===== src/rtl/core/uet_pkg.sv =====
`timescale 1ns / 1ps

package uet_pkg;

  // operation codes carried in the low bits of in_tdata
  typedef enum logic [1:0] {
    FUNC_INSERT = 2'd0,
    FUNC_REMOVE = 2'd1,
    FUNC_QUERY  = 2'd2,
    FUNC_SPARE  = 2'd3
  } uet_func_t;

  typedef enum logic [1:0] {
    ST_IDLE,
    ST_SCAN,
    ST_UPDATE
  } uet_state_t;

  // controls broadcast from the sequencer to every slot
  typedef struct packed {
    logic clr;    // clear hit flags at the start of a transaction
    logic scan;   // advance the hit chain one slot
    logic shift;  // slots at or above the hit take their upper neighbor
    logic load;   // slot at index count takes the key
  } uet_ctrl_t;

endpackage


===== src/rtl/core/uet_slot.sv =====
`timescale 1ns / 1ps

module uet_slot #(
  parameter int IDX = 0,
  parameter int VB  = 8,
  parameter int CW  = 7
) (
  input  logic                 clk,
  input  logic                 rst_n,
  input  uet_pkg::uet_ctrl_t   ctrl,
  input  logic [CW-1:0]        cnt,
  input  logic [VB-1:0]        key_a,
  input  logic [VB-1:0]        key_b,
  input  logic                 hit_in,
  input  logic [2*VB-1:0]      nxt_entry,
  output logic                 hit_out,
  output logic [2*VB-1:0]      entry_out
);

  logic [2*VB-1:0] entry_r;
  logic            hit_r;
  logic            live;
  logic            match;
  logic [VB-1:0]   ea;
  logic [VB-1:0]   eb;

  assign ea    = entry_r[VB-1:0];
  assign eb    = entry_r[2*VB-1:VB];
  assign live  = CW'(IDX) < cnt;
  assign match = live && (((ea == key_a) && (eb == key_b)) ||
                          ((ea == key_b) && (eb == key_a)));

  // hit means a match exists at this slot or below
  always_ff @(posedge clk) begin
    if (!rst_n) begin
      hit_r <= 1'b0;
    end else if (ctrl.clr) begin
      hit_r <= 1'b0;
    end else if (ctrl.scan) begin
      hit_r <= hit_in | match;
    end
  end

  always_ff @(posedge clk) begin
    if (ctrl.load && (cnt == CW'(IDX))) begin
      entry_r <= {key_b, key_a};
    end else if (ctrl.shift && hit_r) begin
      entry_r <= nxt_entry;
    end
  end

  assign hit_out   = hit_r;
  assign entry_out = entry_r;

endmodule


===== src/rtl/core/undirected_edge_table.sv =====
`timescale 1ns / 1ps

// Table of undirected edges held in a row of EDGE_DEPTH slots, packed from slot 0
// up to the edge count. Each input transaction carries an operation (insert,
// remove, query) and a vertex pair; a pair matches a stored edge in either
// orientation. Every input transaction yields exactly one output transaction
// with found, table_full and the edge count after the operation. The key is
// latched at the accepting edge; the hit flag then ripples one slot per cycle
// up the slot chain through all EDGE_DEPTH slots, and the result is then
// committed into the output register. The next input transaction can be
// accepted in the cycle after the commit. The commit waits while the output
// register still holds a result that has not been taken. Remove closes the
// hole by shifting every slot above the match down by one. One transaction is
// in flight at a time; the next one is accepted as soon as the sequencer is
// idle, even while a result still waits in the output register. No clearing
// pass is needed after reset.

module undirected_edge_table #(
  parameter int EDGE_DEPTH  = 64,
  parameter int VERTEX_BITS = 8
) (
  input  logic                                   clk,
  input  logic                                   rst_n,
  input  logic                                   in_tvalid,
  output logic                                   in_tready,
  // func[1:0], vertex_a, vertex_b, zero fill
  input  logic [((2+2*VERTEX_BITS+7)/8)*8-1:0]   in_tdata,
  output logic                                   out_tvalid,
  input  logic                                   out_tready,
  // found, table_full, edge_count, zero fill
  output logic [((2+$clog2(EDGE_DEPTH+1)+7)/8)*8-1:0] out_tdata
);

  localparam int VB     = VERTEX_BITS;
  localparam int CW     = $clog2(EDGE_DEPTH + 1);
  localparam int SW     = (EDGE_DEPTH > 1) ? $clog2(EDGE_DEPTH) : 1;
  localparam int OUT_W  = ((2 + CW + 7) / 8) * 8;

  uet_pkg::uet_state_t state_r, state_nxt;
  uet_pkg::uet_ctrl_t  ctrl;

  logic [CW-1:0]     cnt_r, cnt_nxt;
  logic [SW-1:0]     scan_r, scan_nxt;
  logic [1:0]        func_r;
  logic [VB-1:0]     key_a_r;
  logic [VB-1:0]     key_b_r;
  logic              out_tvalid_r, out_tvalid_nxt;
  logic              out_found_r;
  logic              out_full_r;
  logic [CW-1:0]     out_cnt_r;

  logic              in_hs;
  logic              commit;
  logic              found;
  logic              is_full;
  logic              do_ins;
  logic              do_rem;
  logic              refuse;

  // slot chain wiring
  logic [EDGE_DEPTH-1:0]   hit;
  logic [2*VB-1:0]         entry [EDGE_DEPTH];

  assign in_hs   = in_tvalid && in_tready;
  assign commit  = (state_r == uet_pkg::ST_UPDATE) && !(out_tvalid_r && !out_tready);
  assign found   = hit[EDGE_DEPTH-1];
  assign is_full = (cnt_r == CW'(EDGE_DEPTH));
  assign do_ins  = (uet_pkg::uet_func_t'(func_r) == uet_pkg::FUNC_INSERT) && !found && !is_full;
  assign refuse  = (uet_pkg::uet_func_t'(func_r) == uet_pkg::FUNC_INSERT) && !found && is_full;
  assign do_rem  = (uet_pkg::uet_func_t'(func_r) == uet_pkg::FUNC_REMOVE) && found;

  // row of slots; each hands its hit flag up and its entry down
  for (genvar i = 0; i < EDGE_DEPTH; i++) begin : g_slot
    logic            hit_prev;
    logic [2*VB-1:0] upper;
    if (i == 0) begin : g_first
      assign hit_prev = 1'b0;
    end else begin : g_mid
      assign hit_prev = hit[i-1];
    end
    if (i == EDGE_DEPTH - 1) begin : g_last
      // top slot keeps its own content; it falls outside the count after a remove
      assign upper = entry[i];
    end else begin : g_below
      assign upper = entry[i+1];
    end
    uet_slot #(
      .IDX (i),
      .VB  (VB),
      .CW  (CW)
    ) u_slot (
      .clk       (clk),
      .rst_n     (rst_n),
      .ctrl      (ctrl),
      .cnt       (cnt_r),
      .key_a     (key_a_r),
      .key_b     (key_b_r),
      .hit_in    (hit_prev),
      .nxt_entry (upper),
      .hit_out   (hit[i]),
      .entry_out (entry[i])
    );
  end

  // next state
  always_comb begin
    state_nxt = state_r;
    scan_nxt  = scan_r;
    unique case (state_r)
      uet_pkg::ST_IDLE: begin
        scan_nxt = '0;
        if (in_hs) state_nxt = uet_pkg::ST_SCAN;
      end
      uet_pkg::ST_SCAN: begin
        scan_nxt = scan_r + 1'b1;
        if (scan_r == SW'(EDGE_DEPTH - 1)) state_nxt = uet_pkg::ST_UPDATE;
      end
      uet_pkg::ST_UPDATE: begin
        if (commit) state_nxt = uet_pkg::ST_IDLE;
      end
      default: state_nxt = uet_pkg::ST_IDLE;
    endcase
  end

  // sequencer outputs
  always_comb begin
    in_tready  = 1'b0;
    ctrl       = '0;
    unique case (state_r)
      uet_pkg::ST_IDLE: begin
        in_tready = 1'b1;
        // ready is high in idle, so an offer here is a transaction
        ctrl.clr  = in_tvalid;
      end
      uet_pkg::ST_SCAN: begin
        ctrl.scan = 1'b1;
      end
      uet_pkg::ST_UPDATE: begin
        ctrl.load  = commit && do_ins;
        ctrl.shift = commit && do_rem;
      end
      default: ;
    endcase
  end

  always_comb begin
    cnt_nxt = cnt_r;
    if (commit && do_ins) begin
      cnt_nxt = cnt_r + 1'b1;
    end else if (commit && do_rem) begin
      cnt_nxt = cnt_r - 1'b1;
    end
  end

  always_comb begin
    out_tvalid_nxt = out_tvalid_r;
    if (out_tvalid_r && out_tready) out_tvalid_nxt = 1'b0;
    if (commit) out_tvalid_nxt = 1'b1;
  end

  always_ff @(posedge clk) begin
    if (!rst_n) begin
      state_r      <= uet_pkg::ST_IDLE;
      cnt_r        <= '0;
      scan_r       <= '0;
      out_tvalid_r <= 1'b0;
    end else begin
      state_r      <= state_nxt;
      cnt_r        <= cnt_nxt;
      scan_r       <= scan_nxt;
      out_tvalid_r <= out_tvalid_nxt;
    end
  end

  // key latch for the transaction in flight
  always_ff @(posedge clk) begin
    if (in_hs) begin
      func_r  <= in_tdata[1:0];
      key_a_r <= in_tdata[2+VB-1:2];
      key_b_r <= in_tdata[2+2*VB-1:2+VB];
    end
  end

  // result register
  always_ff @(posedge clk) begin
    if (commit) begin
      out_found_r <= found;
      out_full_r  <= refuse;
      out_cnt_r   <= cnt_nxt;
    end
  end

  assign out_tvalid = out_tvalid_r;
  assign out_tdata  = OUT_W'({out_cnt_r, out_full_r, out_found_r});

`ifndef SYNTH
  // edge count never runs past the table size
  a_cnt_bound: assert property (@(posedge clk) disable iff (!rst_n)
    cnt_r <= CW'(EDGE_DEPTH))
    else $error("edge count exceeds table depth");

  // an accepted transaction always starts a scan
  a_accept_scan: assert property (@(posedge clk) disable iff (!rst_n)
    in_hs |=> (state_r == uet_pkg::ST_SCAN))
    else $error("accepted transaction did not enter scan");

  // the count only moves on a commit
  a_cnt_commit: assert property (@(posedge clk) disable iff (!rst_n)
    !commit |=> $stable(cnt_r))
    else $error("edge count changed outside a commit");

  // a refused insert never comes with a match
  a_full_excl: assert property (@(posedge clk) disable iff (!rst_n)
    out_tvalid_r |-> !(out_found_r && out_full_r))
    else $error("found and table_full both set");
`endif

endmodule

===== config.mk =====
export PLATFORM = sky130hd
export DESIGN_NAME = undirected_edge_table
export DESIGN_NICKNAME = d
export VERILOG_FILES = /design/src/rtl/core/uet_pkg.sv /design/src/rtl/core/uet_slot.sv /design/src/rtl/core/undirected_edge_table.sv
export SDC_FILE = /design/constraint.sdc
export NUM_CORES = 2
export LEC_CHECK = 0
export BUFFER_PORTS_ARGS = -buffer_cell sky130_fd_sc_hd__buf_2
export CAP_MARGIN = 10
export CORE_ASPECT_RATIO = 1.25
export CORE_MARGIN = 4
export CORE_UTILIZATION = 62
export CTS_CLUSTER_SIZE = 40
export DETAILED_ROUTE_END_ITERATION = 12
export PLACE_DENSITY = 0.78
export SLEW_MARGIN = 20
export SYNTH_ARGS = -nofsm -noshare
export SYNTH_HDL_FRONTEND = slang
export SYNTH_HIERARCHICAL = 1
export SYNTH_SLANG_ARGS = --single-unit

===== constraint.sdc =====
create_clock -name clk -period 28.6 [get_ports clk]
set_input_delay 5.72 -clock clk [delete_from_list [all_inputs] [get_ports clk]]
set_output_delay 5.72 -clock clk [all_outputs]
set_load 0.01 [all_outputs]

* Word level (Yosys, flattened, before mapping)
Cells that the tools add are included.
** Word-level totals
- Bits of input ports :: 28
- Output and inout port bits :: 18
- Logic and storage cells :: 1202
- Flip-flop bits (word level) :: 1131
** Cells by class
- Eq/ne operators :: 327
- Add/subtract/negate cells :: 3
- Bitwise operators :: 64
- Muxes and demuxes :: 139
- Reduce and logical (&&, ||, !) cells :: 467
- $lt $le $gt $ge :: 64
** Operators by type and width (number)
- 8-bit == test :: 256
- 16-bit two-way mux :: 126
- 1-bit logical AND :: 329
- 7-bit by 6-bit == test with 1-bit output (second input constant) :: 32
- 6-bit by 7-bit less-than comparator with 1-bit output (first input constant) :: 32
- 2-bit nonzero test :: 65
- 7-bit by 5-bit == test with 1-bit output (second input constant) :: 16
- 5-bit by 7-bit less-than comparator with 1-bit output (first input constant) :: 16
- 1-bit logical OR :: 64
- 1-bit OR :: 63
- 7-bit by 4-bit == test with 1-bit output (second input constant) :: 8
- 4-bit by 7-bit less-than comparator with 1-bit output (first input constant) :: 8
- 7-bit by 3-bit == test with 1-bit output (second input constant) :: 4
- 3-bit by 7-bit less-than comparator with 1-bit output (first input constant) :: 4
- 7-bit by 2-bit == test with 1-bit output (second input constant) :: 2
- 1-bit by 7-bit less-than comparator with 1-bit output (first input constant) :: 2
- 2-bit by 7-bit less-than comparator with 1-bit output (first input constant) :: 2
- 7-bit two-way mux :: 2
- 6-bit one-hot mux with 2 select lines :: 1
- 2-bit two-way mux :: 4
- 7-bit by 1-bit adder with 7-bit output (second input constant) :: 1
- 7-bit by 1-bit == test with 1-bit output (second input constant) :: 1
- 7-bit == test (second input constant) :: 1
- 7-bit logical NOT :: 1
- 13 further kinds :: 24

* Longest topological paths before layout
- Depth in word-level cells :: 9
- Gate-level depth with buffers :: 10

* Worst setup path after synthesis
OpenSTA, ideal clock, no wires.
- Path kind :: input port to flip-flop
- Start point :: input out_tready
- End point :: register g_slot[48].u_slot.entry_r[0] (enable)
- Library setup time :: 0.368 ns
- Slack :: 16.956 ns
- Stages on the path :: 8
- Data arrival time :: 11.277 ns
- Cell sequence :: nor2b_4 or3_1 buf_6 nor2_1 nand4b_1 nor2_8 buf_6 a21o_1
** RTL lines
- from (decl) :: line undirected_edge_table.sv:29 : input logic out_tready,
- to (signal assigned) :: line uet_slot.sv:46 : entry_r <= {key_b, key_a};
- to (signal assigned) :: line uet_slot.sv:48 : entry_r <= nxt_entry;
- to (decl) :: line uet_slot.sv:20 : logic [2*VB-1:0] entry_r;

==> results_dict.tcl <==
set metrics [dict create \
    die_h_um 399 \
    initial_utilization 0.624 \
    ant_nets 0 \
    post-route-util 0.669 \
    cpMostUsedCell "buf_4" \
    path_clk_slew_ns 0.06 \
    synth_area_mm2 0.0758 \
    rsz0062_at_grt "false" \
    reg2reg_depth 10 \
    r2r-start "cnt_r[0]$_SDFF_PN0_" \
    min_period_over_period 0.318 \
    rows 143 \
    ys_ff_latch 1131 \
    slowest_delay_ns 0.84 \
    hold_buffers 0 \
    yosys.area.top_type "edfxtp_1" \
    ys_types 92 \
    cp-end-kind "register" \
    holdPathEnd "out_tvalid$_SDFFE_PN0P_" \
    irDropWorstVdd_mv 0.0678 \
    drtPass1Iterations 6 \
    reg2reg_to "g_slot[27].u_slot/entry_out[2]$_DFFE_PP_" \
    min_path_cells 2 \
    power.total_mw 3.70 \
    hold_start "out_tvalid$_SDFFE_PN0P_" \
    grt_pass1_wl_um 293000 \
    cts_tree "built" \
    path_delay_family "simple AND/OR/NAND/NOR gates" \
    antenna_found_initial 1 \
    period_needed_ns 9.09 \
    grt_pass1_vias 51200 \
    crit_path_max_fanout 44 \
    yosysSeqAreaShare 0.437 \
    crit_path_start_kind "primary input" \
    max-clock-path-buffers 3 \
    setup_viol 0 \
    drive_above_1_share 0.234 \
    synthFlopType "edfxtp_1" \
    die_x_um 321 \
    core_area_mm2 0.121 \
    cts_setup_buffers 0 \
    crit_buf_inv 3 \
    overflow 0 \
    p_leak_nw 25.5 \
    wl_per_cell_um 24.8 \
    cts_sinks 1131 \
    grt.total_usage 0.289 \
    critical_path_class "primary input to register" \
    crit_required_ns 28.97 \
    cpMaxStageDelayCell "or4_1" \
    cts_resized 0 \
    nNetsFinal 5956 \
    dp_hpwl_um 113000 \
    hold_violations 0 \
    synth.area.top_cells "edfxtp_1 42%, xnor2_1 22%, mux2_2 8.4%" \
    synthToLayoutAreaGrowth_pct 7.20 \
    clock_skew_ns 0.0329 \
    drt_wl_total_um 189000 \
    drc 0 \
    n_antenna_cell 0 \
    cap_violations 0 \
    synthCells 5786 \
    grt_max_degree 112 \
    async_flop_share 0 \
    cp.arrival_ns 9.46 \
    yosysTopAreaCellShare 0.416 \
    timing.reg2reg.setup_slack_ns 23.65 \
    cts_root_buf "clkbuf_16" \
    path_cells "buf_2 -> nor2b_4 -> or3_1 -> nor2_4 -> buf_4 -> buf_4 -> nand4b_1 -> or4_1 -> nand2_1" \
    syn_avg_cell_area_um2 13.1 \
    gp_congestion 0.867 \
    cts_max_level 3 \
    slew_headroom 0.247 \
    finalSetupTns_ns 0 \
    via_per_inst 6.40 \
    drv_slew 0 \
    yosysWarnings 6 \
    vias 48800 \
    outcome "completed" \
    fmax_mhz 110 \
    dieArea_mm2 0.128 \
    clk_latency_ns 0.74 \
    p_per_area_mw_per_mm2 45.5 \
    cp.depth 9 \
    cts_made_buffers 114 \
    port_buffers 32 \
    drt_iter0_drc 3677 \
    tightest_slew_ns 1.13 \
    io_pins 46 \
    fillers 8510 \
    synth_edf_count 1051 \
    worstHoldPathType "register to register" \
]
state kept, by name (all words and copies together) (netlist names), 2 cells and up:
name / count
out_cnt_r: 7
g_slot.u_slot/hit_out: 64
key_b_r: 8
cnt_r: 7
g_slot.u_slot/entry_out: 1024
key_a_r: 8
func_r: 2
state_r: 2
scan_r: 6
Yosys cell counts, drive strengths merged (10+ instances only):
| master | number |
|---|---|
| xnor2 | 1922 |
| edfxtp | 1051 |
| mux2 | 1026 |
| nand4 | 517 |
| nor4 | 162 |
| xor2 | 132 |
| nand2 | 128 |
| o21ai | 103 |
| buf | 89 |
| nor2 | 83 |
| dfxtp | 80 |
| mux2i | 68 |
| nand2b | 62 |
| inv | 33 |
| a21oi | 29 |
| nor3b | 28 |
| a21o | 27 |
| nor3 | 26 |
| nand4b | 24 |
| nand3 | 23 |
| o32ai | 17 |
| or3 | 15 |
| a211oi | 13 |
| nand3b | 13 |
| or4 | 12 |
| nor2b | 10 |
layout by cell type, fill, tap and decap left out, types with 12 or more instances in the layout:
master	instances
nor3b_1	27
clkinv_1	24
clkbuf_1	29
nand4_1	497
mux2_4	423
dfxtp_1	73
mux2_2	564
o32ai_1	16
a21o_2	21
nand4_4	19
clkinv_2	18
buf_2	31
nand3_1	14
buf_4	63
nor3_4	13
nor4_1	153
a211oi_1	13
o21ai_0	100
xor2_1	132
xnor2_1	1922
buf_12	12
inv_1	31
mux2_1	39
nor2_1	69
nand2b_1	61
clkbuf_16	115
a21oi_1	29
nand2_1	125
mux2i_1	68
nand4b_1	16
edfxtp_1	1051
stage by stage:
step           hold WS [ns]  area, um^2  setup WS [ns]  cells
3_5_place_dp          0.528       77600          18.83   7403
6_report              0.533       81300          19.51   7619
3_3_place_gp          0.514       77600          18.89   7403
2_1_floorplan         0.447       75800          16.96   5793
5_1_grt               0.574       81300          19.36   7619
4_1_cts               0.538       81300          19.63   7619
final cells by class:
cell class / instances / area, um^2 / area share
inverters: 33 / 131 / 0.00162
clock inverters: 63 / 564 / 0.00694
flip-flops and latches: 1131 / 33200 / 0.408
repair buffers: 106 / 868 / 0.0107
well taps: 1595 / 2000 / 0.0246
clock buffers: 153 / 3110 / 0.0383
multi-input cells: 4538 / 41400 / 0.510
worst max-delay path by stage:
stage,from,end
final,out_tready,g_slot[27].u_slot/entry_out[2]$_DFFE_PP_
after global placement,out_tready,g_slot[19].u_slot/entry_out[0]$_DFFE_PP_
after detailed placement,out_tready,g_slot[27].u_slot/entry_out[3]$_DFFE_PP_
after CTS,out_tready,g_slot[27].u_slot/entry_out[2]$_DFFE_PP_
after floorplan,out_tready,g_slot[48].u_slot/entry_out[0]$_DFFE_PP_
after global routing,out_tready,g_slot[27].u_slot/entry_out[4]$_DFFE_PP_
report_power, final:
| group | switching (mW) | total [mW] | internal, mW |
|---|---|---|---|
| logic | 0.260 | 0.416 | 0.156 |
| clock network | 0.653 | 1.50 | 0.842 |
| registers | 0.00417 | 1.79 | 1.78 |
| total | 0.917 | 3.70 | 2.78 |
logic make-up after synthesis:
family	Yosys count	synth area share
mux	1094	0.182
simple gates	1145	0.105
other cells	1	0.0000495
flops	1131	0.437
compound gates	233	0.0199
fa+ha+maj	4	0.000660
buf+inv	124	0.0169
xor+xnor	2054	0.237
worst register-to-register path, cell delays in order (launching register included):
cell and delay [ns]:
dfxtp_4 0.77, inv_1 0.22, ha_1 0.26, nand3b_1 0.16, o21ai_0 0.19, nor2_4 0.11
buf_4 0.39, buf_4 0.83, nand4b_1 0.17, or4_1 0.84, nand2_1 0.65
metal layers:
| layer | up-vias | part of all wire | global-route usage |
|---|---|---|---|
| met1 | 24500 | 0.40 | 0.363 |
| met2 | 1925 | 0.50 | 0.510 |
| li1 | 21800 | - | - |
| met3 | 506 | 0.063 | 0.0329 |
| met5 | - | 0 | 0 |
| met4 | 0 | 0.038 | 0.121 |
Note: power is estimated with default switching activity, not from simulation.
